===== src/rpd_pkg.sv =====
`default_nettype none

package rpd_pkg;

   // Field widths
   localparam int DATA_W = 32;
   // Internal coordinate width: Q16.16 input scaled to 32 fraction bits plus CORDIC growth
   localparam int XW = 50;
   // Angle accumulator width, Q30 radians with headroom
   localparam int ZW = 33;
   // Folded angle magnitude, at most 90 degrees in 1/65536 degree units
   localparam int MAG_W = 23;

   // Angle units: 1/65536 degree
   localparam int unsigned UNITS_90 = 5898240;
   localparam int unsigned UNITS_180 = 11796480;
   localparam int unsigned UNITS_360 = 23592960;

   // 360 degrees = 45 * 2^19 units: reduce the upper bits modulo 45
   localparam int unsigned MOD_DIV = 45;
   localparam int unsigned MOD_SHIFT = 19;
   // Offset making the 13-bit signed quotient non-negative, a multiple of 45
   localparam int unsigned QUOT_OFFSET = 4140;
   // floor(2^16 / 45), never over-estimates the quotient
   localparam int unsigned RECIP_45 = 1456;

   // round(pi/180 * 2^40), split into two narrow halves
   localparam longint unsigned DEG_TO_RAD_Q40 = 64'd19190098069;
   localparam int CONV_SPLIT = 17;
   localparam int unsigned CONV_HI = 32'(DEG_TO_RAD_Q40 >> CONV_SPLIT);
   localparam int unsigned CONV_LO = 32'(DEG_TO_RAD_Q40 & ((64'd1 << CONV_SPLIT) - 64'd1));
   localparam int CONV_HI_W = 18;
   localparam int CONV_LO_W = 17;

   // CORDIC gain limit in Q30
   localparam logic signed [30:0] GAIN_Q30 = 31'sd652032874;
   localparam int PROD_W = 62;

   // Coordinates and angle handed from cell to cell
   typedef struct packed {
      logic signed [XW-1:0] x;
      logic signed [XW-1:0] y;
      logic signed [ZW-1:0] z;
   } crd_vec_type;

   // Arctangent of 2^-i in Q30 radians
   function automatic logic [29:0] atan_q30(input logic [4:0] idx);
      logic [29:0] val;
      case (idx)
         5'd0:  val = 30'd843314856;
         5'd1:  val = 30'd497837829;
         5'd2:  val = 30'd263043836;
         5'd3:  val = 30'd133525158;
         5'd4:  val = 30'd67021686;
         5'd5:  val = 30'd33543515;
         5'd6:  val = 30'd16775850;
         5'd7:  val = 30'd8388437;
         5'd8:  val = 30'd4194282;
         5'd9:  val = 30'd2097149;
         5'd10: val = 30'd1048576;
         5'd11: val = 30'd524288;
         5'd12: val = 30'd262144;
         5'd13: val = 30'd131072;
         5'd14: val = 30'd65536;
         5'd15: val = 30'd32768;
         5'd16: val = 30'd16384;
         5'd17: val = 30'd8192;
         5'd18: val = 30'd4096;
         5'd19: val = 30'd2048;
         5'd20: val = 30'd1024;
         5'd21: val = 30'd512;
         5'd22: val = 30'd256;
         5'd23: val = 30'd128;
         5'd24: val = 30'd64;
         5'd25: val = 30'd32;
         5'd26: val = 30'd16;
         5'd27: val = 30'd8;
         5'd28: val = 30'd4;
         5'd29: val = 30'd2;
         5'd30: val = 30'd1;
         default: val = 30'd0;
      endcase
      return val;
   endfunction

endpackage

`default_nettype wire


===== src/rpd_back.sv =====
`default_nettype none

module rpd_back import rpd_pkg::*; (
   input  wire logic                     clock,
   input  wire logic                     reset,
   input  wire logic                     in_valid,
   input  wire crd_vec_type              in_vec,
   output      logic                     up_en,
   output      logic                     out_valid,
   output      logic signed [DATA_W-1:0] x_out,
   output      logic signed [DATA_W-1:0] y_out,
   input  wire logic                     down_ready
);

   localparam int RND_W = XW - 16 + 1;

   logic                     v_ff;
   logic signed [DATA_W-1:0] x_ff, y_ff, x_in, y_in;

   // Round half up to Q16.16 and clamp to 32 bits
   function automatic logic signed [DATA_W-1:0] rnd_sat(input logic signed [XW-1:0] v);
      logic signed [XW:0]      t;
      logic signed [RND_W-1:0] r;
      logic signed [DATA_W-1:0] res;
      t = (XW+1)'(v) + (XW+1)'(signed'(33'sd32768));
      r = RND_W'(t >>> 16);
      if (r > RND_W'(signed'(33'sd2147483647))) begin
         res = {1'b0, {(DATA_W-1){1'b1}}};
      end else if (r < -RND_W'(signed'(33'sd2147483648))) begin
         res = {1'b1, {(DATA_W-1){1'b0}}};
      end else begin
         res = DATA_W'(r);
      end
      return res;
   endfunction

   assign up_en = !v_ff || down_ready;

   always_comb begin
      x_in = rnd_sat(in_vec.x);
      y_in = rnd_sat(in_vec.y);
   end

   // Output register: hold the response until it is taken
   always_ff @(posedge clock) begin
      if (reset) begin
         v_ff <= 1'b0;
      end else if (up_en) begin
         v_ff <= in_valid;
      end
      if (up_en) begin
         x_ff <= x_in;
         y_ff <= y_in;
      end
   end

   assign out_valid = v_ff;
   assign x_out = x_ff;
   assign y_out = y_ff;

endmodule

`default_nettype wire


===== config.mk =====
export PLATFORM = sky130hd
export DESIGN_NAME = rpd_back
export DESIGN_NICKNAME = d
export VERILOG_FILES = /design/src/rpd_pkg.sv /design/src/rpd_back.sv
export SDC_FILE = /design/constraint.sdc
export NUM_CORES = 1
export LEC_CHECK = 0
export BUFFER_PORTS_ARGS = -buffer_cell sky130_fd_sc_hd__buf_2
export CAP_MARGIN = 30
export CORE_MARGIN = 5
export CORE_UTILIZATION = 46
export DETAILED_ROUTE_END_ITERATION = 8
export PLACE_DENSITY = 0.81
export SYNTH_ARGS = -nofsm -noshare
export SYNTH_HDL_FRONTEND = slang
export SYNTH_SLANG_ARGS = --single-unit

===== constraint.sdc =====
create_clock -name clock -period 2.9 [get_ports clock]
set_input_delay 0.29 -clock clock [delete_from_list [all_inputs] [get_ports clock]]
set_output_delay 0.29 -clock clock [all_outputs]
set_load 0.02 [all_outputs]

==> flow_metrics.py <==
metrics = {
    "sta": {
        "setup_tns_ps": 0,
        "max_slew_margin_pct": 46.5,
        "worst_slack_ps": 402,
        "hold_viol_final": 0,
        "fin_crit_sh_pct": 86.1,
        "grt_setup_unrepaired": "false",
        "setup_viol": 0,
        "maxSlewViolCount": 0,
        "period_minus_slack_ps": 2500,
        "fin_worst_skew_ps": 9.91,
        "tightest_slew_ps": 803,
        "timing.fmax_mhz": 400,
    },
    "finish": {
        "diodes": 0,
        "nets": 648,
        "fin_cells": 622,
        "utilization_pct": 59.6,
        "syn_to_final_growth_pct": 27.5,
        "mostFrequentLayoutCell": "buf_2",
        "drive_above_1_share_pct": 40.3,
        "multi_input_area_mm2": 0.00198,
        "nFillCells": 732,
        "layout_common_cells": "buf_2, edfxtp_1, xor2_1",
        "final-seq-area_mm2": 0.00194,
    },
    "synth": {
        "syn_area_per_cell_um2": 11.0,
        "yosys_warnings": 0,
        "synth_cell_type_count": 41,
        "yosysSeqAreaShare_pct": 48.1,
        "netlist_area_mm2": 0.00404,
        "synth_seq_cells": 65,
        "synth_ff_type": "edfxtp_1",
        "syn_inst": 367,
        "synth.net_count": 506,
        "synth-edff-count": 64,
        "synthArstFlopShare_pct": 0,
    },
    "critical_path": {
        "slowest_stage": "or4_1",
        "critical_path.max_fanout": 9,
        "ff2ff_setup_slack_ps": 1350,
        "crit_type": "in -> reg",
        "cp.arrival_ps": 2580,
        "start_kind": "input port",
        "required_ps": 2990,
        "slowest_delay_ps": 610,
        "cp_cell_sequence": "buf_2 > ha_1 > nand4_1 > or4_1 > nor4_1 > mux2i_1 > o2111ai_4 > buf_4 > a211oi_2",
        "worstSetupEndpointType": "flip-flop",
    },
    "drt": {
        "wl_per_cell_um": 16.3,
        "wl_um": 10100,
        "drt_iter0_markers": 124,
        "first_pass_iters": 4,
        "viasPerCell": 5.52,
        "ant_nets": 0,
        "vias": 3431,
        "drc_errors": 0,
    },
    "place": {
        "post-place-ws_ps": 30.9,
        "dp.cells": 605,
        "dp_hpwl_um": 7760,
        "gp_congestion": 0.864,
        "port_buffers": 139,
    },
    "clocking": {
        "clkTransAtPathRegs_ps": 70,
        "htree_levels": 3,
        "post_cts_resize_count": 0,
        "ctsHoldBuffers": 0,
        "cts_tree": "done",
        "cts.sinks": 65,
        "clk_path_buf_depth": 2,
        "insertion_delay_ps": 340,
        "cts_made_buffers": 9,
        "cts-root-buf": "clkbuf_8",
        "postCtsSetupRepairBufs": 0,
    },
    "power": {
        "p_int_uw": 1770,
        "ir_drop_uv": 312,
        "power_switching_uw": 726,
        "p_clk_share_pct": 31.0,
        "sw_frac_of_total_pct": 29.1,
        "p_total_uw": 2500,
        "seqPwrFrac_pct": 46.8,
        "p_leak_uw": 0.00201,
        "power_density_mw_per_mm2": 485,
        "comb_power_share_pct": 22.2,
    },
    "die": {
        "core_mm2": 0.00864,
        "initial_core_util_pct": 46.7,
        "io-pin-count": 203,
        "dieArea_mm2": 0.0107,
        "die-width_um": 104,
        "std_cell_rows": 34,
        "die_h_um": 104,
    },
    "grt": {
        "antenna_found_initial": 0,
        "grt_pass1_vias": 3569,
        "grt_usage_pct": 18.4,
        "grt_max_degree": 37,
        "grt_pass1_wl_um": 16500,
        "overflow": 0,
    },
    "status": {
        "status": "finished clean",
    },
    "worst_hold_path": {
        "hold_path_class": "in -> reg",
    },
    "job": {
        "maxCapViolCount": 0,
    },
}
[critical path: cells and delay by family]
| family | cells | cell delay (ps) |
|---|---|---|
| AND/OR/NAND/NOR | 3 | 1190 |
| buffers and inverters | 2 | 380 |
| AO/OA/AOI/OAI | 2 | 340 |
| adder cells (fa/ha/maj) | 1 | 210 |
| multiplexers | 1 | 180 |
[layout make-up]
| cell class | count | share of cell area (%) |
|---|---|---|
| clock buffers | 13 | 2.89 |
| clock inverters | 3 | 0.827 |
| inverters | 12 | 0.875 |
| multi-input cells | 269 | 38.4 |
| flip-flops and latches | 65 | 37.7 |
| well taps | 108 | 2.63 |
| repair buffers | 152 | 16.6 |
[metrics by stage]
step,area (µm²),hold slack (ps)
2_1_floorplan,4040,359
3_3_place_gp,4930,446
3_5_place_dp,4930,460
4_1_cts,5120,87.9
5_1_grt,5140,80.2
6_report,5140,104
[power by group through the flow]
stage	Clock, µW	Combinational [µW]	Sequential [µW]
CTS	790	556	1170
finish	774	554	1170
detailed placement	0	554	1190
global placement	0	541	1190
global route	838	595	1180
floorplan	0	191	1320
[synthesized netlist by cell type (2+ instances only)]
library cell	n	area share [%]
edfxtp_1	64	48
xor2_1	36	7.8
a211oi_2	30	9.3
nand2_1	25	2.3
nand4_1	23	3.6
xnor2_1	23	5.0
nand3_1	21	2.6
nor2_1	20	1.9
o21ai_1	20	2.5
and3_1	16	2.5
a21oi_1	13	1.6
inv_1	12	1.1
buf_2	9	1.1
clkbuf_1	6	0.56
nor3_1	5	0.62
nor4_1	5	0.78
nand2b_1	4	0.62
and4_1	3	0.65
buf_1	3	0.28
buf_6	3	0.84
a41oi_1	2	0.43
and2_1	2	0.31
ha_1	2	0.62
nand4_2	2	0.62
or3_1	2	0.31
[logic make-up (layout without fill, tap and decap cells)]
family	count (synthesis)	in the layout	synth area share, %
simple gates	133	133	18.3
mux	1	1	0.248
fa+ha+maj	2	2	0.620
buf+inv	33	180	3.91
compound gates	73	73	15.6
flops	65	65	48.1
xor+xnor	60	60	13.2
[per-layer routing]
metal	up-vias	share of wire, %	GRT usage [%]
met5	-	0	0
met4	0	1.4	6.38
met3	15	9.6	6.97
met2	154	50	32.3
met1	1602	39	20.3
li1	1660	-	-
[sequential cells by signal (all words and copies together), names as in the netlist]
signal     cells
y_out         32
out_valid      1
x_out         32
[path summary, 6_finish.rpt]
check / from / endpoint / cells after the start
worst min register to register: out_valid / out_valid / 2
worst max-delay path: in_vec[98] / x_out[24] / 9
worst min-delay path: reset / out_valid / 2
worst max register to register: out_valid / y_out[19] / 2
Note: power is estimated with default switching activity, not from simulation.
