<file path="src/rpd_pkg.sv">
`default_nettype none

package rpd_pkg;

   // Field widths
   localparam int DATA_W = 32;
   // Internal coordinate width: Q16.16 input scaled to 32 fraction bits plus CORDIC growth
   localparam int XW = 50;
   // Angle accumulator width, Q30 radians with headroom
   localparam int ZW = 33;
   // Folded angle magnitude, at most 90 degrees in 1/65536 degree units
   localparam int MAG_W = 23;

   // Angle units: 1/65536 degree
   localparam int unsigned UNITS_90 = 5898240;
   localparam int unsigned UNITS_180 = 11796480;
   localparam int unsigned UNITS_360 = 23592960;

   // 360 degrees = 45 * 2^19 units: reduce the upper bits modulo 45
   localparam int unsigned MOD_DIV = 45;
   localparam int unsigned MOD_SHIFT = 19;
   // Offset making the 13-bit signed quotient non-negative, a multiple of 45
   localparam int unsigned QUOT_OFFSET = 4140;
   // floor(2^16 / 45), never over-estimates the quotient
   localparam int unsigned RECIP_45 = 1456;

   // round(pi/180 * 2^40), split into two narrow halves
   localparam longint unsigned DEG_TO_RAD_Q40 = 64'd19190098069;
   localparam int CONV_SPLIT = 17;
   localparam int unsigned CONV_HI = 32'(DEG_TO_RAD_Q40 >> CONV_SPLIT);
   localparam int unsigned CONV_LO = 32'(DEG_TO_RAD_Q40 & ((64'd1 << CONV_SPLIT) - 64'd1));
   localparam int CONV_HI_W = 18;
   localparam int CONV_LO_W = 17;

   // CORDIC gain limit in Q30
   localparam logic signed [30:0] GAIN_Q30 = 31'sd652032874;
   localparam int PROD_W = 62;

   // Coordinates and angle handed from cell to cell
   typedef struct packed {
      logic signed [XW-1:0] x;
      logic signed [XW-1:0] y;
      logic signed [ZW-1:0] z;
   } crd_vec_type;

   // Arctangent of 2^-i in Q30 radians
   function automatic logic [29:0] atan_q30(input logic [4:0] idx);
      logic [29:0] val;
      case (idx)
         5'd0:  val = 30'd843314856;
         5'd1:  val = 30'd497837829;
         5'd2:  val = 30'd263043836;
         5'd3:  val = 30'd133525158;
         5'd4:  val = 30'd67021686;
         5'd5:  val = 30'd33543515;
         5'd6:  val = 30'd16775850;
         5'd7:  val = 30'd8388437;
         5'd8:  val = 30'd4194282;
         5'd9:  val = 30'd2097149;
         5'd10: val = 30'd1048576;
         5'd11: val = 30'd524288;
         5'd12: val = 30'd262144;
         5'd13: val = 30'd131072;
         5'd14: val = 30'd65536;
         5'd15: val = 30'd32768;
         5'd16: val = 30'd16384;
         5'd17: val = 30'd8192;
         5'd18: val = 30'd4096;
         5'd19: val = 30'd2048;
         5'd20: val = 30'd1024;
         5'd21: val = 30'd512;
         5'd22: val = 30'd256;
         5'd23: val = 30'd128;
         5'd24: val = 30'd64;
         5'd25: val = 30'd32;
         5'd26: val = 30'd16;
         5'd27: val = 30'd8;
         5'd28: val = 30'd4;
         5'd29: val = 30'd2;
         5'd30: val = 30'd1;
         default: val = 30'd0;
      endcase
      return val;
   endfunction

endpackage

`default_nettype wire

</file>
<file path="src/rpd_front.sv">
`default_nettype none

module rpd_front import rpd_pkg::*; (
   input  wire logic                     clock,
   input  wire logic                     reset,
   input  wire logic                     in_valid,
   input  wire logic signed [DATA_W-1:0] x_in,
   input  wire logic signed [DATA_W-1:0] y_in,
   input  wire logic signed [DATA_W-1:0] angle_deg,
   output      logic                     up_en,
   output      logic                     out_valid,
   output      crd_vec_type              out_vec,
   input  wire logic                     down_en
);

   localparam int QW = DATA_W - MOD_SHIFT;    // quotient bits of the angle
   localparam int NW = QW + 1;                // offset quotient bits
   localparam int RW = 6;                     // remainder below 45
   localparam int RED_W = RW + MOD_SHIFT;     // reduced angle, [0, 360) degrees
   localparam int FOLD_W = RED_W + 2;         // signed working width for the fold
   localparam int PH_W = MAG_W + CONV_HI_W;
   localparam int PL_W = MAG_W + CONV_LO_W;
   localparam int SUM_W = PH_W + CONV_SPLIT + 1;
   localparam int QE_W = 8;

   logic v1_ff, v2_ff, v3_ff, v4_ff, v5_ff;
   logic en1, en2, en3, en4, en5;

   // Stage enables: a stage moves when it is empty or its successor moves
   assign en5 = !v5_ff || down_en;
   assign en4 = !v4_ff || en5;
   assign en3 = !v3_ff || en4;
   assign en2 = !v2_ff || en3;
   assign en1 = !v1_ff || en2;
   assign up_en = en1;

   // Stage 1: split the angle, estimate quotient by 45, pre-scale products
   logic [NW-1:0]              n_in, n1_ff;
   logic [QE_W-1:0]            qe_in, qe1_ff;
   logic [MOD_SHIFT-1:0]       low1_ff;
   logic signed [PROD_W-1:0]   px_in, py_in, px1_ff, py1_ff;
   logic [NW+11-1:0]           qprod;

   always_comb begin
      n_in = {angle_deg[DATA_W-1], angle_deg[DATA_W-1:MOD_SHIFT]} + NW'(QUOT_OFFSET);
      qprod = (NW+11)'(n_in) * (NW+11)'(RECIP_45);
      qe_in = QE_W'(qprod >> 16);
      px_in = x_in * GAIN_Q30;
      py_in = y_in * GAIN_Q30;
   end

   always_ff @(posedge clock) begin
      if (reset) begin
         v1_ff <= 1'b0;
      end else if (en1) begin
         v1_ff <= in_valid;
      end
      if (en1) begin
         n1_ff   <= n_in;
         qe1_ff  <= qe_in;
         low1_ff <= angle_deg[MOD_SHIFT-1:0];
         px1_ff  <= px_in;
         py1_ff  <= py_in;
      end
   end

   // Stage 2: finish the modulo, round the pre-scaled coordinates
   logic [NW-1:0]        rem0;
   logic [RW-1:0]        rem;
   logic [RED_W-1:0]     r_in, r2_ff;
   logic signed [XW-1:0] xs_in, ys_in, xs2_ff, ys2_ff;
   logic signed [PROD_W-1:0] px_rnd, py_rnd;

   always_comb begin
      rem0 = n1_ff - NW'(NW'(qe1_ff) * NW'(MOD_DIV));
      if (rem0 >= NW'(MOD_DIV)) begin
         rem = RW'(rem0 - NW'(MOD_DIV));
      end else begin
         rem = RW'(rem0);
      end
      r_in = {rem, low1_ff};
      px_rnd = px1_ff + PROD_W'(signed'(64'sd8192));
      py_rnd = py1_ff + PROD_W'(signed'(64'sd8192));
      xs_in = XW'(px_rnd >>> 14);
      ys_in = XW'(py_rnd >>> 14);
   end

   always_ff @(posedge clock) begin
      if (reset) begin
         v2_ff <= 1'b0;
      end else if (en2) begin
         v2_ff <= v1_ff;
      end
      if (en2) begin
         r2_ff  <= r_in;
         xs2_ff <= xs_in;
         ys2_ff <= ys_in;
      end
   end

   // Stage 3: fold into [-90, 90] degrees, negate the point on a half-turn fold
   logic signed [FOLD_W-1:0] rs, rf;
   logic                     flip;
   logic [MAG_W-1:0]         mag_in, mag3_ff;
   logic                     neg_in, neg3_ff;
   logic signed [XW-1:0]     xs3_in, ys3_in, xs3_ff, ys3_ff;

   always_comb begin
      rs = signed'(FOLD_W'(r2_ff));
      if (r2_ff > RED_W'(UNITS_180)) begin
         rs = rs - signed'(FOLD_W'(UNITS_360));
      end
      rf = rs;
      flip = 1'b0;
      if (rs > signed'(FOLD_W'(UNITS_90))) begin
         rf = rs - signed'(FOLD_W'(UNITS_180));
         flip = 1'b1;
      end else if (rs < -signed'(FOLD_W'(UNITS_90))) begin
         rf = rs + signed'(FOLD_W'(UNITS_180));
         flip = 1'b1;
      end
      neg_in = rf[FOLD_W-1];
      if (neg_in) begin
         mag_in = MAG_W'(-rf);
      end else begin
         mag_in = MAG_W'(rf);
      end
      xs3_in = flip ? -xs2_ff : xs2_ff;
      ys3_in = flip ? -ys2_ff : ys2_ff;
   end

   always_ff @(posedge clock) begin
      if (reset) begin
         v3_ff <= 1'b0;
      end else if (en3) begin
         v3_ff <= v2_ff;
      end
      if (en3) begin
         mag3_ff <= mag_in;
         neg3_ff <= neg_in;
         xs3_ff  <= xs3_in;
         ys3_ff  <= ys3_in;
      end
   end

   // Stage 4: degrees to radians, two narrow partial products
   logic [PH_W-1:0]      ph_in, ph4_ff;
   logic [PL_W-1:0]      pl_in, pl4_ff;
   logic                 neg4_ff;
   logic signed [XW-1:0] xs4_ff, ys4_ff;

   always_comb begin
      ph_in = PH_W'(mag3_ff) * PH_W'(CONV_HI);
      pl_in = PL_W'(mag3_ff) * PL_W'(CONV_LO);
   end

   always_ff @(posedge clock) begin
      if (reset) begin
         v4_ff <= 1'b0;
      end else if (en4) begin
         v4_ff <= v3_ff;
      end
      if (en4) begin
         ph4_ff  <= ph_in;
         pl4_ff  <= pl_in;
         neg4_ff <= neg3_ff;
         xs4_ff  <= xs3_ff;
         ys4_ff  <= ys3_ff;
      end
   end

   // Stage 5: sum, round to Q30 and apply the sign
   logic [SUM_W-1:0]     zsum;
   logic [ZW-1:0]        zmag;
   crd_vec_type          vec_in, vec5_ff;

   always_comb begin
      zsum = (SUM_W'(ph4_ff) << CONV_SPLIT) + SUM_W'(pl4_ff) + (SUM_W'(1) << 25);
      zmag = ZW'(zsum >> 26);
      vec_in.x = xs4_ff;
      vec_in.y = ys4_ff;
      vec_in.z = neg4_ff ? -signed'(zmag) : signed'(zmag);
   end

   always_ff @(posedge clock) begin
      if (reset) begin
         v5_ff <= 1'b0;
      end else if (en5) begin
         v5_ff <= v4_ff;
      end
      if (en5) begin
         vec5_ff <= vec_in;
      end
   end

   assign out_valid = v5_ff;
   assign out_vec = vec5_ff;

endmodule

`default_nettype wire

</file>
<file path="config.mk">
export PLATFORM = sky130hd
export DESIGN_NAME = rpd_front
export DESIGN_NICKNAME = d
export VERILOG_FILES = /design/src/rpd_pkg.sv /design/src/rpd_front.sv
export SDC_FILE = /design/constraint.sdc
export NUM_CORES = 2
export LEC_CHECK = 0
export BUFFER_PORTS_ARGS = -buffer_cell sky130_fd_sc_hd__buf_2
export CAP_MARGIN = 40
export CORE_ASPECT_RATIO = 0.6
export CORE_MARGIN = 2
export CORE_UTILIZATION = 56
export CTS_CLUSTER_DIAMETER = 30
export DETAILED_ROUTE_END_ITERATION = 7
export GPL_TIMING_DRIVEN = 0
export PLACE_DENSITY = 0.73
export REMOVE_ABC_BUFFERS = 1
export SLEW_MARGIN = 20
export SYNTH_ARGS = -nofsm -noshare
export SYNTH_HDL_FRONTEND = slang
export SYNTH_SLANG_ARGS = --single-unit
</file>
<file path="constraint.sdc">
create_clock -name clock -period 11.65 [get_ports clock]
set_clock_uncertainty 0.05 [all_clocks]
set_input_delay 2.33 -clock clock [delete_from_list [all_inputs] [get_ports clock]]
set_output_delay 2.33 -clock clock [all_outputs]
set_load 0.02 [all_outputs]
</file>
==> results by group <==
Run status
  – Outcome: finished clean

Timing
  – Worst Tran Pin Value: 1.04 ns
  – Minimum clock period: 10.93 ns
  – RSZ-0062 raised after global routing: no
  – Setup violators final: 0
  – Final Hold Fails: 0
  – Max transition margin: 29.9%
  – Final Cycle Share: 93.8%
  – Slew Viols, Final: 0
  – Maximum achievable frequency: 0.0915 GHz

Worst hold path
  – Hold endpoint: ys4_ff[27]
  – Hold crit path type: reg2reg
  – Hold depth: 0
  – Worst hold start: ys3_ff[27]

Routing
  – Final antenna-violating net count: 0
  – Wirelength, routed: 234 mm
  – Vias: 53.1k
  – Detailed Route Iter0 Violations: 5357
  – DR DRC count: 0
  – WL/cell: 24.7 um
  – Drt via density: 5.60
  – DRT Pass-1 Iters: 6

Finish
  – Post-Layout Cell Count: 9483
  – Layout cells sized above 1: 6.75%
  – Layout area overhead: 9.95%
  – Final nets: 9885

Critical path
  – Critical R2R Capture: ph4_ff[39]
  – R2R setup slack: 3.82 ns
  – Worst setup EP type: register
  – Cell count of the worst reg-to-reg path: 20
  – Crit Path Class: in2reg
  – R2R Path Start: mag3_ff[8]
  – CP Launch Type: input pin
  – CP Data Arrival Time: 11.38 ns
  – Worst-path fanout max: 8
  – Worst Path Required: 12.10 ns

Clock network
  – Worst skew pair latency: 0.76 ns
  – Clock root cell: clkbuf_16
  – CTS buffer count: 112
  – Clock Pin Slew Worst Setup and Hold Paths: 0.06 ns
  – Setup bufs post-CTS: 0
  – CTS Hold Bufs: 0
  – Post-CTS sizing: 0
  – Clock Sink Count: 681
  – TritonCTS clock tree: yes
  – CTS max path bufs: 3
  – H-Tree Depth: 3

GRT
  – Vias in the first global route: 54.1k
  – First-pass GRT wire length: 351 mm
  – Largest net degree at the start of global routing: 85
  – Initial antenna violation count: 24
  – GRT overflow: 0
  – Total GRT Usage: 32.8%

Yosys
  – Post-synthesis area per instance: 11.2 um^2
  – EDFF count, synth: 676
  – Distinct cells, synth: 79
  – Mapped Cells: 7150
  – Sequential share of the synthesized area: 25.5%
  – #FFs+latches synth: 681
  – Cell Area, Synth: 80000 um^2
  – FFs w/ async S/R, synth: 0%
  – Synth Flop Type: edfxtp_1
  – Synth warn: 0

Floorplanning
  – Ports: 235
  – Initial Util: 56.4%
  – Die H: 297 um
  – Die area: 146000 um^2
  – Core ar.: 142000 um^2
  – Site row count: 107
  – Die W: 492 um

Job
  – MaxCap Viol Count: 0

Place
  – Post-DP HPWL: 203 mm
  – I/O Buffers: 234
  – Placed cells: 9258
  – Gpl congestion: 1.01
## synth_stat cells (all sizes together) (20+ instances only)
cell type	count	area, um^2
inv	1823	6840
fa	1162	23300
ha	1151	14400
edfxtp	676	20300
xnor2	389	3410
a21oi	241	1210
xor2	225	1970
nand2	217	815
nor2	192	721
o21ai	154	771
a21o	115	863
nand3	89	445
nor3	65	325
clkbuf	51	191
nor2b	50	313
nand4	48	300
and3	39	244
o21a	38	285
nand2b	34	213
o31ai	33	253
o21bai	28	210
or3	23	144
or2	21	131
or4	21	165
a211oi	20	150
nor4	20	131
## cell usage in the layout, fill, tap and decap left out, types with 13 or more instances in the layout
master / netlist / final
ha_1: 1151 / 1151
o31ai_1: 32 / 32
nand2_1: 217 / 214
nor4_1: 19 / 17
nor2b_1: 50 / 50
nor3_1: 65 / 65
and3_1: 39 / 39
xnor2_1: 389 / 389
nand3_1: 89 / 88
o211ai_1: 17 / 17
o21bai_1: 28 / 28
and4_1: 13 / 13
edfxtp_1: 676 / 676
a31oi_1: 17 / 17
inv_6: 0 / 16
a21o_1: 115 / 115
or3_1: 23 / 23
o21a_1: 38 / 38
a21oi_1: 241 / 241
xor2_1: 225 / 225
nor2_1: 192 / 192
fa_1: 1162 / 1162
o21ai_0: 153 / 152
a211oi_1: 20 / 20
nand4_1: 48 / 48
buf_2: 2 / 234
nand2b_1: 34 / 34
clkinvlp_4: 0 / 13
clkbuf_16: 0 / 112
inv_8: 0 / 26
o41ai_1: 16 / 16
inv_1: 1823 / 1820
or4_1: 19 / 19
or2_2: 18 / 18
## worst max-delay path, stage by stage
cell and delay [ns]:
buf_2 0.27, ha_1 0.43, xnor2_1 0.43, inv_1 0.09, ha_1 0.20, a21oi_1 0.49, fa_1 0.52, inv_1 0.09
fa_1 0.42, fa_1 0.52, fa_1 0.47, fa_1 0.51, inv_1 0.05, fa_1 0.54, inv_1 0.05, ha_1 0.32
a21oi_1 0.15, o21ai_0 0.26, nor2_1 0.39, nand2_1 0.10, o21ai_1 0.75, o22ai_1 0.42, a21oi_1 0.72, nand2_1 0.19
a21oi_1 0.30, o21ai_0 0.16, xor2_1 0.15
## through the flow
stage                     worst slack (ns)  cell area, um^2  setup TNS, ns  util, %  hold WS, ns
after global routing                 0.607            88000              0     62.0        0.339
after detailed placement             0.394            83900              0     59.1        0.355
after floorplan                       2.33            79800              0        -        0.350
final                                0.720            88000              0     62.0        0.330
after CTS                             1.19            87900              0     61.9        0.332
after global placement              -0.337            83400         -0.337     58.7        0.352
## worst max path at each step
stage | from | to | slack [ns] | cells past startpoint
floorplan | x_in[19] | px1_ff[61] | 2.33 | 26
global placement | down_en | up_en | -0.34 | 5
detailed placement | y_in[11] | py1_ff[53] | 0.39 | 27
CTS | y_in[10] | py1_ff[53] | 1.19 | 27
global route | y_in[6] | py1_ff[53] | 0.61 | 27
finish | y_in[10] | py1_ff[53] | 0.72 | 27
## cell families (layout without fill, tap and decap cells)
family / after synthesis / count (layout) / synth area share, %
compound gates: 787 / 787 / 6.34
mux: 12 / 12 / 0.156
other cells: 0 / 4 / 0
flops: 681 / 681 / 25.5
simple gates: 863 / 863 / 5.38
xor+xnor: 614 / 614 / 6.72
buf+inv: 1880 / 2302 / 8.83
fa+ha+maj: 2313 / 2313 / 47.1
## layer usage
| layer | up-vias | GRT usage (%) | part of all wire, % | wire, um |
|---|---|---|---|---|
| met1 | 26676 | 55.2 | 50 | 118000 |
| met3 | 193 | 12.9 | 13 | 31200 |
| met4 | 6 | 5.15 | 1.6 | 3750 |
| met2 | 2379 | 38.8 | 35 | 81600 |
| li1 | 23805 | - | - | - |
| met5 | - | 0 | 0.020 | 46 |
## flip-flops by register name, summed over array words and instances (netlist names), 8 cells and up
name     flops
low1_ff     19
mag3_ff     23
n1_ff       14
out_vec    133
ph4_ff      35
pl4_ff      23
px1_ff      49
py1_ff      49
qe1_ff       8
r2_ff       25
xs2_ff      48
xs3_ff      50
xs4_ff      50
ys2_ff      48
ys3_ff      50
ys4_ff      50
## final cells by class
type / instances / area (um^2)
well taps: 1907 / 2390
inverters: 1825 / 6870
diodes: 4 / 10.0
clock buffers: 114 / 2810
repair buffers: 263 / 1660
clock inverters: 100 / 1240
multi-input cells: 4589 / 52600
fillers: 11367 / 53900
flip-flops and latches: 681 / 20400
Power is not shown: default switching activity piles up to over one toggle a cycle in this logic, so the estimate is an artifact.
