File: src/rpd_pkg.sv
`default_nettype none

package rpd_pkg;

   // Field widths
   localparam int DATA_W = 32;
   // Internal coordinate width: Q16.16 input scaled to 32 fraction bits plus CORDIC growth
   localparam int XW = 50;
   // Angle accumulator width, Q30 radians with headroom
   localparam int ZW = 33;
   // Folded angle magnitude, at most 90 degrees in 1/65536 degree units
   localparam int MAG_W = 23;

   // Angle units: 1/65536 degree
   localparam int unsigned UNITS_90 = 5898240;
   localparam int unsigned UNITS_180 = 11796480;
   localparam int unsigned UNITS_360 = 23592960;

   // 360 degrees = 45 * 2^19 units: reduce the upper bits modulo 45
   localparam int unsigned MOD_DIV = 45;
   localparam int unsigned MOD_SHIFT = 19;
   // Offset making the 13-bit signed quotient non-negative, a multiple of 45
   localparam int unsigned QUOT_OFFSET = 4140;
   // floor(2^16 / 45), never over-estimates the quotient
   localparam int unsigned RECIP_45 = 1456;

   // round(pi/180 * 2^40), split into two narrow halves
   localparam longint unsigned DEG_TO_RAD_Q40 = 64'd19190098069;
   localparam int CONV_SPLIT = 17;
   localparam int unsigned CONV_HI = 32'(DEG_TO_RAD_Q40 >> CONV_SPLIT);
   localparam int unsigned CONV_LO = 32'(DEG_TO_RAD_Q40 & ((64'd1 << CONV_SPLIT) - 64'd1));
   localparam int CONV_HI_W = 18;
   localparam int CONV_LO_W = 17;

   // CORDIC gain limit in Q30
   localparam logic signed [30:0] GAIN_Q30 = 31'sd652032874;
   localparam int PROD_W = 62;

   // Coordinates and angle handed from cell to cell
   typedef struct packed {
      logic signed [XW-1:0] x;
      logic signed [XW-1:0] y;
      logic signed [ZW-1:0] z;
   } crd_vec_type;

   // Arctangent of 2^-i in Q30 radians
   function automatic logic [29:0] atan_q30(input logic [4:0] idx);
      logic [29:0] val;
      case (idx)
         5'd0:  val = 30'd843314856;
         5'd1:  val = 30'd497837829;
         5'd2:  val = 30'd263043836;
         5'd3:  val = 30'd133525158;
         5'd4:  val = 30'd67021686;
         5'd5:  val = 30'd33543515;
         5'd6:  val = 30'd16775850;
         5'd7:  val = 30'd8388437;
         5'd8:  val = 30'd4194282;
         5'd9:  val = 30'd2097149;
         5'd10: val = 30'd1048576;
         5'd11: val = 30'd524288;
         5'd12: val = 30'd262144;
         5'd13: val = 30'd131072;
         5'd14: val = 30'd65536;
         5'd15: val = 30'd32768;
         5'd16: val = 30'd16384;
         5'd17: val = 30'd8192;
         5'd18: val = 30'd4096;
         5'd19: val = 30'd2048;
         5'd20: val = 30'd1024;
         5'd21: val = 30'd512;
         5'd22: val = 30'd256;
         5'd23: val = 30'd128;
         5'd24: val = 30'd64;
         5'd25: val = 30'd32;
         5'd26: val = 30'd16;
         5'd27: val = 30'd8;
         5'd28: val = 30'd4;
         5'd29: val = 30'd2;
         5'd30: val = 30'd1;
         default: val = 30'd0;
      endcase
      return val;
   endfunction

endpackage

`default_nettype wire

File: src/rpd_cell.sv
`default_nettype none

module rpd_cell import rpd_pkg::*; #(
   parameter int SHIFT = 0
) (
   input  wire logic        clock,
   input  wire logic        reset,
   input  wire logic        in_valid,
   input  wire crd_vec_type in_vec,
   output      logic        up_en,
   output      logic        out_valid,
   output      crd_vec_type out_vec,
   input  wire logic        down_en
);

   logic        v_ff;
   crd_vec_type vec_ff, vec_in;
   logic signed [XW-1:0] dx, dy;
   logic signed [ZW-1:0] ang;

   assign up_en = !v_ff || down_en;

   // One micro-rotation: direction from the sign of the residual angle
   always_comb begin
      dx = in_vec.y >>> SHIFT;
      dy = in_vec.x >>> SHIFT;
      ang = signed'(ZW'(atan_q30(5'(SHIFT))));
      if (!in_vec.z[ZW-1]) begin
         vec_in.x = in_vec.x - dx;
         vec_in.y = in_vec.y + dy;
         vec_in.z = in_vec.z - ang;
      end else begin
         vec_in.x = in_vec.x + dx;
         vec_in.y = in_vec.y - dy;
         vec_in.z = in_vec.z + ang;
      end
   end

   always_ff @(posedge clock) begin
      if (reset) begin
         v_ff <= 1'b0;
      end else if (up_en) begin
         v_ff <= in_valid;
      end
      if (up_en) begin
         vec_ff <= vec_in;
      end
   end

   assign out_valid = v_ff;
   assign out_vec = vec_ff;

endmodule

`default_nettype wire

File: config.mk
export PLATFORM = sky130hd
export DESIGN_NAME = rpd_cell
export DESIGN_NICKNAME = d
export VERILOG_FILES = /design/src/rpd_pkg.sv /design/src/rpd_cell.sv
export SDC_FILE = /design/constraint.sdc
export NUM_CORES = 1
export LEC_CHECK = 0
export BUFFER_PORTS_ARGS = -buffer_cell sky130_fd_sc_hd__buf_2
export CORE_MARGIN = 10
export CORE_UTILIZATION = 50
export DETAILED_ROUTE_END_ITERATION = 12
export PLACE_DENSITY = 0.72
export RECOVER_POWER = 50
export SYNTH_ARGS = -nofsm -noshare
export SYNTH_HDL_FRONTEND = slang
export SYNTH_SLANG_ARGS = --single-unit
export TNS_END_PERCENT = 10
File: constraint.sdc
create_clock -name clock -period 3.78 [get_ports clock]
set_input_delay 0.189 -clock clock [delete_from_list [all_inputs] [get_ports clock]]
set_output_delay 0.189 -clock clock [all_outputs]
set_load 0.02 [all_outputs]
==> flow_summary.json, run 1 <==
{
  "coreArea_um2": 28010,
  "hold_ws_ns": 0.03066,
  "nNetsFinal": 2338,
  "maxSlewHeadroom_pct": -20.85,
  "worst_pin_slew_ns": 1.813,
  "cts-root-buf": "clkbuf_16",
  "rrSetupSlack_ns": 1.36,
  "skew_ns": 0.01119,
  "vdd_ir_drop_max_mv": 0.2197,
  "grt_overflow": 0,
  "num_rows": 61,
  "hold_class": "in2reg",
  "slew_viol_final": 95,
  "antenna_found_initial": 1,
  "io_buffers": 271,
  "htreeDepth": 4,
  "synth_common_cells": "a21oi_1 (220), ha_1 (175), nor2_1 (164)",
  "grt_max_degree": 71,
  "startpoint": "in_vec[36]",
  "worstPathRequired_ns": 3.95,
  "clock-sinks": 133,
  "p_leak_nw": 7.570,
  "finalCriticalPeriod_ns": 3.473,
  "worst_ep_arrival_time_ns": 3.65,
  "track_usage_pct": 28.17,
  "ant_nets": 0,
  "r2r-start": "out_valid$_SDFFE_PP0P_",
  "first_iter_violations": 1603,
  "dieArea_um2": 35730,
  "clk_path_buf_depth": 2,
  "hpwl_um": 41950,
  "timing.final.ws_setup_ns": 0.3074,
  "yosysMostFrequentCell": "a21oi_1",
  "grt_pass1_wl_um": 80520,
  "rsz0062_at_grt": "false",
  "start_util_pct": 50.99,
  "status": "complete, but fails checks",
  "via_per_inst": 5.970,
  "fmax_mhz": 288.0,
  "maxCapViolations": 2,
  "synth_edf_count": 132,
  "r2r_cells": 3,
  "setup_viol": 0,
  "yosys_warnings": 0,
  "place_congestion": 0.9941,
  "clk_latency_ns": 0.44,
  "async_flop_share_pct": 0,
  "yosys.area.top_type": "edfxtp_1",
  "yosys_most_used_dff": "edfxtp_1",
  "ys_ff_latch": 133,
  "worstSetupPathType": "in2reg",
  "cts_tree": "yes",
  "drtPass1Iterations": 7,
  "cts_buffers": 17,
  "clk_pin_slew_ns": 0.06,
  "drc": 0,
  "place_ws_ns": 0.04554,
  "utilization_pct": 60.58,
  "hold_viol_final": 0,
  "seq_area_frac_synth_pct": 27.89,
  "wirelength_um": 52210,
  "wl_per_cell_um": 21.62,
  "synthToLayoutAreaGrowth_pct": 18.79,
  "grt_pass1_vias": 14200,
  "synth_top_area_share_pct": 27.75,
  "synth_cell_type_count": 83,
  "violations": "max-capacitance violations, max-slew violations",
  "power.total_mw": 6.800,
  "fin_crit_sh_pct": 91.87,
  "synth_fp_nets": 2028,
  "die_w_um": 189.0,
  "regToRegEndpoint": "out_valid$_SDFFE_PP0P_",
  "vias": 14420,
  "path_max_fanout": 6,
  "drive_gt1_share_pct": 13.37,
  "cp-endpoint": "out_vec[128]$_DFFE_PP_",
  "p_per_area_nw_per_um2": 400.8,
  "io_pins": 272,
  "netlist_area_um2": 14280,
  "synthTopCellsByArea": "edfxtp_1 (28%), ha_1 (15%), a21oi_1 (7.7%)",
  "cp-end-kind": "register",
  "start_kind": "input port",
  "die_y_um": 189.0,
  "avgSynthCellArea_um2": 8.343,
  "syn_inst": 1712
}
[kinds of logic after synthesis]
family	Yosys count	synth area share [%]
buf+inv	227	6.202
flops	133	27.89
compound gates	591	26.61
xor+xnor	122	7.481
fa+ha+maj	179	15.89
mux	16	1.121
simple gates	444	14.80
[per-layer routing]
layer / global-route usage, % / vias up / share of wire [%]
li1: - / 6807 / -
met1: 38.56 / 6779 / 44
met2: 43.83 / 760 / 44
met3: 5.458 / 71 / 9.3
met4: 8.822 / 0 / 2.4
met5: 0 / - / 0
[power breakdown]
| group | internal [mW] | total, mW | switching [mW] |
|---|---|---|---|
| combinational | 0.958 | 2.84 | 1.89 |
| sequential | 2.03 | 2.14 | 0.102 |
| clock | 1.09 | 1.82 | 0.726 |
[registers in the layout, summed over array words and instances (netlist names)]
register	flops
out_vec	132
out_valid	1
[worst min path at each step]
| stage | to | cells after the start | from |
|---|---|---|---|
| 2_1_floorplan | out_valid$_SDFFE_PP0P_ | 1 | reset |
| 6_report | out_vec[3]$_DFFE_PP_ | 2 | in_vec[3] |
| 4_1_cts | out_vec[3]$_DFFE_PP_ | 2 | in_vec[3] |
| 3_3_place_gp | out_valid$_SDFFE_PP0P_ | 2 | reset |
| 5_1_grt | out_vec[3]$_DFFE_PP_ | 2 | in_vec[3] |
| 3_5_place_dp | out_valid$_SDFFE_PP0P_ | 2 | reset |
[layout by cell type, fill, tap and decap left out, types with 6 or more instances in the layout]
cell / synthesis / final
xnor2_1: 98 / 98
nand4_1: 18 / 18
inv_1: 149 / 150
edfxtp_1: 132 / 132
or4_1: 10 / 10
nor2_1: 164 / 164
nand3_1: 27 / 27
a21o_1: 55 / 55
o21a_1: 16 / 16
clkinv_1: 7 / 6
nor2b_1: 22 / 22
buf_2: 9 / 133
a21oi_1: 220 / 220
o21ai_1: 8 / 8
or2_2: 6 / 6
o21bai_1: 53 / 53
o22ai_1: 6 / 6
ha_1: 175 / 175
mux2i_1: 16 / 16
o31ai_1: 24 / 24
nor4_1: 15 / 15
nand2b_1: 22 / 21
or3_1: 8 / 8
a211oi_1: 21 / 21
xor2_1: 24 / 24
nor3_1: 24 / 24
and3_1: 7 / 7
clkbuf_16: 0 / 17
o21ai_0: 85 / 85
buf_4: 2 / 83
nand2_1: 96 / 96
clkbuf_1: 44 / 140
a221o_1: 7 / 7
a211o_1: 6 / 6
o211ai_1: 12 / 12
a31oi_1: 12 / 12
[area by class of cell]
cell class                 count  area (µm²)
sequential                   133        3984
timing repair buffer         361        1881
antenna                        2       5.005
tap                          378       473.0
multi-input combinational   1352        9417
inverter                     157       589.3
clock inverter                11       148.9
fill                        2630       11040
clock buffer                  21       470.5
[what timing repair did]
| action | CTS | global route |
|---|---|---|
| hold buffers | 5 | 0 |
| setup buffers | 0 | 0 |
| gates resized for setup | 0 | 0 |
| hold endpoints to repair | 4 | 0 |
[critical path, cell delays in order]
cell	delay, ns
buf_2	0.11
inv_1	0.05
ha_1	0.35
buf_4	0.19
nor2_1	0.17
o211ai_1	0.20
a311o_1	0.44
a21oi_1	0.34
a41o_1	0.25
a21oi_2	0.08
o41ai_2	0.46
buf_4	0.25
a21boi_1	0.13
o221ai_1	0.31
xnor2_1	0.11
[metrics by stage]
stage / area [µm²] / instances / setup TNS (ns)
finish: 16970 / 2415 / 0
global placement: 16480 / 2376 / 0
floorplan: 14290 / 1712 / -0.2328
detailed placement: 16480 / 2376 / 0
CTS: 17150 / 2413 / 0
global route: 16970 / 2414 / 0
Power figures use the tool's default switching activity.
==> run 2: changes to the inputs <==
- RECOVER_POWER: 50 -> 25
==> run 2 against run 1 <==
The flow still finishes with violations (max-capacitance violations, max-slew violations). Setup slack gained 0.013 ns. Sequential power is essentially flat. Sequential share of layout area shrank 0.090 points. Global-route usage is the same. Count of clock-buffer cells in the layout is the same. Register-to-register slack gained 0.53 ns. Non-clock buffer count is the same. Die area is the same. Final cell count is the same. Critical path depth is the same. Critical endpoint unchanged.
==> flow_summary.json, run 2 (synthesized netlist as in run 1, its figures left out) <==
{
  "worst_pin_slew_ns": 1.583,
  "vdd_ir_drop_max_mv": 0.2185,
  "path_max_fanout": 6,
  "htreeDepth": 4,
  "drc": 0,
  "timing.final.ws_setup_ns": 0.3202,
  "maxSlewHeadroom_pct": -5.559,
  "setup_viol": 0,
  "drtPass1Iterations": 6,
  "dieArea_um2": 35730,
  "violations": "max-capacitance violations, max-slew violations",
  "rsz0062_at_grt": "false",
  "die_w_um": 189.0,
  "dp.cells": 2376,
  "clk_path_buf_depth": 2,
  "worstSetupPathType": "in2reg",
  "p_leak_nw": 7.704,
  "io_pins": 272,
  "status": "complete, but fails checks",
  "io_buffers": 271,
  "mostFrequentLayoutCell": "a21oi_1",
  "grt_overflow": 0,
  "place_congestion": 0.9941,
  "first_iter_violations": 1530,
  "num-fill-cells": 2598,
  "r2r_cells": 3,
  "maxCapViolations": 1,
  "cts_tree": "yes",
  "slew_viol_final": 29,
  "via_per_inst": 5.974,
  "hold_class": "in2reg",
  "ant_nets": 0,
  "vias": 14430,
  "start_kind": "input port",
  "clock-sinks": 133,
  "wirelength_um": 52120,
  "hpwl_um": 41950,
  "synthToLayoutAreaGrowth_pct": 19.25,
  "worst_ep_arrival_time_ns": 3.63,
  "largest_reg_flops": 132,
  "hold_viol_final": 0,
  "fin_crit_sh_pct": 91.53,
  "min_path_cells": 2,
  "wl_per_cell_um": 21.58,
  "worstPathRequired_ns": 3.95,
  "final_cell_mix": "a21oi_1 (220), buf_2 (178), ha_1 (175)",
  "finalCriticalPeriod_ns": 3.460,
  "start_util_pct": 50.99,
  "finalNonFillerCells": 2415,
  "place_ws_ns": 0.04554,
  "grt_max_degree": 71,
  "drive_gt1_share_pct": 15.63,
  "cts-root-buf": "clkbuf_16",
  "fmax_mhz": 289.0,
  "clk_latency_ns": 0.44,
  "coreArea_um2": 28010,
  "clk_pin_slew_ns": 0.06,
  "die_y_um": 189.0,
  "setup_tns_ns": 0,
  "cp-end-kind": "register",
  "cts_buffers": 17,
  "grt_pass1_wl_um": 80520,
  "track_usage_pct": 28.17,
  "antenna_found_initial": 1,
  "skew_ns": 0.01186,
  "post_cts_buffers": 0,
  "p_per_area_nw_per_um2": 400.5,
  "num_rows": 61,
  "nNetsFinal": 2338,
  "grt_pass1_vias": 14200
}
==> run 2: critical path, cell delays in order <==
cell	delay, ns
buf_2	0.11
inv_1	0.05
ha_1	0.36
buf_4	0.19
nor2_1	0.17
o211ai_1	0.20
a311o_1	0.44
a21oi_1	0.32
a41o_1	0.25
a21oi_2	0.08
o41ai_2	0.47
buf_4	0.25
a21boi_1	0.13
o221ai_1	0.31
xnor2_1	0.11
==> run 2: timing repair <==
action                                  in CTS  in global routing
endpoints found under the setup margin       0                  0
endpoints found under the hold margin        4                  0
resized for setup                            0                  0
hold buffers                                 5                  0
==> run 2: final timing paths <==
kind	startpoint	to	slack, ns
min	in_vec[3]	out_vec[3]$_DFFE_PP_	0.03
max reg2reg	out_valid$_SDFFE_PP0P_	out_valid$_SDFFE_PP0P_	1.89
max	in_vec[36]	out_vec[128]$_DFFE_PP_	0.32
min reg2reg	out_valid$_SDFFE_PP0P_	out_vec[0]$_DFFE_PP_	1.27
==> run 2: final cells by class <==
class | instances | area, µm² | share of cell area [%]
flip-flops and latches | 133 | 3984 | 23.39
clock inverters | 11 | 148.9 | 0.8742
repair buffers | 361 | 1941 | 11.39
multi-input cells | 1352 | 9422 | 55.31
diodes | 2 | 5.005 | 0.02938
inverters | 157 | 589.3 | 3.460
clock buffers | 21 | 470.5 | 2.762
well taps | 378 | 473.0 | 2.777
==> run 2: through the flow <==
step	power, mW	instance area, µm²	hold slack [ns]	utilization, %
floorplan	3.975	14290	0.2581	-
global placement	5.017	16480	0.3419	58.82
detailed placement	5.029	16480	0.3480	58.82
global route	7.152	17030	0.05793	60.80
CTS	6.861	17150	0.01688	61.21
finish	6.821	17030	0.03195	60.81
==> run 2: power by group <==
group	internal (mW)	leakage, nW	switching, mW
combinational	0.987	6.03	1.88
clock	1.09	0.296	0.726
sequential	2.03	1.38	0.0989
==> run 2: routing by layer <==
layer | share of wire, % | GRT usage [%]
met5 | 0 | 0
met4 | 2.3 | 8.822
met3 | 9.6 | 5.458
met2 | 44 | 43.83
met1 | 44 | 38.56
==> run 3: changes to the inputs <==
- ABC_AREA: not set -> 1
- PLACE_DENSITY: 0.72 -> 0.7
==> run 3 against run 2 <==
Register-to-register slack better by 0.11 ns. Via count rose by 51%. The run now ends clean. Setup slack gained 0.68 ns. Sequential share of layout area decreased by 4.4 points. Largest power group unchanged. Combinational power is 15% higher. Maximum frequency up 24%. Die area grew 28%. Clock power decreased by 5%. Global-route usage is 5.4 points higher. Wire length rose by 55%. Total power grew 3.9%.
==> flow_summary.json, run 3 <==
{
  "seqCellArea_um2": 3984,
  "clk_pin_slew_ns": 0.07,
  "grt_pass1_vias": 20840,
  "grt_max_degree": 89,
  "nNetsFinal": 3663,
  "clk_latency_ns": 0.47,
  "async_flop_share_pct": 0,
  "timing.final.ws_setup_ns": 0.9968,
  "synth_cell_type_count": 53,
  "finalCriticalPeriod_ns": 2.783,
  "io_buffers": 271,
  "crit_path_max_incr_delay_ns": 0.68,
  "hold_viol_final": 0,
  "maxCapViolations": 0,
  "start_kind": "input port",
  "drtPass1Iterations": 11,
  "crit_top_cell": "nand2_1",
  "place_congestion": 1.102,
  "wirelength_um": 80630,
  "yosys_warnings": 0,
  "hold_class": "in2reg",
  "die_w_um": 214.2,
  "drive_gt1_share_pct": 9.946,
  "mostFrequentLayoutCell": "nand2_1",
  "first_iter_violations": 2352,
  "ys_ff_latch": 133,
  "synth_top_family_by_area": "simple AND/OR/NAND/NOR gates",
  "seq_area_frac_synth_pct": 21.13,
  "drc": 0,
  "num_rows": 71,
  "die_y_um": 214.2,
  "synth_fp_nets": 3428,
  "diodes": 0,
  "cts_tree": "yes",
  "worstPathRequired_ns": 4.00,
  "worst_pin_slew_ns": 0.8327,
  "grt_pass1_wl_um": 119600,
  "slew_viol_final": 0,
  "io_pins": 272,
  "synth_xor_xnor_area_share_pct": 2.416,
  "hpwl_um": 68080,
  "fmax_mhz": 359.3,
  "avgSynthCellArea_um2": 6.057,
  "p_per_area_nw_per_um2": 338.0,
  "vdd_ir_drop_max_mv": 0.3576,
  "multiInputGateArea_um2": 12200,
  "yosysMostFrequentCell": "nand2_1",
  "clock-sinks": 133,
  "setup_viol": 0,
  "largest_reg_flops": 132,
  "netlist_area_um2": 18850,
  "path_cells": "clkbuf_1, clkinvlp_2, ha_1, nand3_1, nand3_2, a21oi_1, o21ai_0, nand2_1, nand2_1, nand3b_1, nand3_1, nand2_1",
  "cts-root-buf": "clkbuf_16",
  "rrSetupSlack_ns": 2.00,
  "maxSlewHeadroom_pct": 44.49,
  "clk_path_buf_depth": 2,
  "rsz0062_at_grt": "false",
  "synth_edf_count": 132,
  "synthToLayoutAreaGrowth_pct": 11.17,
  "num-fill-cells": 3863,
  "ant_nets": 0,
  "crit_buf_inv": 2,
  "skew_ns": 0.008587,
  "worstSetupPathType": "in2reg",
  "synth_compound_area_share_pct": 12.19,
  "worst_ep_arrival_time_ns": 3.00,
  "synth_common_cells": "nand2_1 (988), inv_1 (574), nand3_1 (255)",
  "final_area_um2": 20960,
  "synthTopCellsByArea": "edfxtp_1 (21%), nand2_1 (20%), ha_1 (12%)",
  "placed_cell_area_um2": 20460,
  "cp-end-kind": "register",
  "yosys.area.top_type": "edfxtp_1",
  "wl_per_cell_um": 20.84,
  "grt_overflow": 0,
  "p_leak_nw": 11.43,
  "coreArea_um2": 37400,
  "status": "completed",
  "track_usage_pct": 33.55,
  "dieArea_um2": 45870,
  "vias": 21750,
  "cts_buffers": 17,
  "setup_tns_ns": 0,
  "start_util_pct": 50.40,
  "synthAdderAreaFrac_pct": 12.04,
  "htreeDepth": 4,
  "path_max_fanout": 16,
  "place_ws_ns": 0.7652,
  "syn_inst": 3112,
  "antenna_found_initial": 0,
  "synth_top_area_share_pct": 21.03,
  "synthMuxAreaShare_pct": 0,
  "slowest_stage": "clkinvlp_2",
  "yosys_most_used_dff": "edfxtp_1",
  "final_cell_mix": "nand2_1 (987), inv_1 (574), nand3_1 (255)",
  "fin_crit_sh_pct": 73.63,
  "via_per_inst": 5.621,
  "crit_family": "buffers and inverters",
  "utilization_pct": 56.03,
  "synth-simple-area-share_pct": 37.99
}
-- run 3: final timing paths --
path / endpoint / startpoint / cells after the start
max: out_vec[30]$_DFFE_PP_ / in_vec[32] / 12
min: out_vec[3]$_DFFE_PP_ / in_vec[3] / 2
max reg2reg: out_valid$_SDFFE_PP0P_ / out_valid$_SDFFE_PP0P_ / 3
min reg2reg: out_vec[80]$_DFFE_PP_ / out_valid$_SDFFE_PP0P_ / 1
-- run 3: power by group --
group	switching, mW	internal, mW
logic	2.41	0.897
registers	0.0941	1.96
clock network	0.702	1.02
total	3.21	3.87
-- run 3: final cells by class --
class,count,share of cell area (%)
clock inverter,12,0.6627
timing repair buffer,285,6.472
tap,511,3.051
inverter,588,10.54
sequential,133,19.01
multi-input combinational,2322,58.22
clock buffer,18,2.048
-- run 3: stage by stage --
stage               power (mW)  hold WS, ns  cells
finish                   7.084      0.03457   3869
global route             7.417      0.05128   3869
CTS                      7.047    0.0006143   3869
detailed placement       5.332       0.3475   3834
global placement         5.284       0.3427   3834
floorplan                4.191       0.2581   3112
-- run 3: layer usage --
metal,vias to the layer above,track usage (%),wire [µm],share of wire [%]
met1,10050,41.99,32650,40
met3,203,5.712,7354,9.1
met2,1201,54.96,36730,46
met4,0,16.40,3888,4.8
met5,-,0,0,0
li1,10290,-,-,-
-- run 3: kinds of logic (layout without fill, tap and decap cells) --
| family | after synthesis | after routing |
|---|---|---|
| AND/OR/NAND/NOR | 1666 | 1666 |
| adder cells (fa/ha/maj) | 179 | 179 |
| buffers and inverters | 657 | 903 |
| AO/OA/AOI/OAI | 425 | 425 |
| flip-flops | 133 | 133 |
| XOR/XNOR | 52 | 52 |
-- run 3: repair_timing --
item	in CTS	in global routing
setup endpoints to repair	0	0
endpoints found under the hold margin	4	0
hold buffers	5	0
resized for setup	0	0
setup buffers	0	0
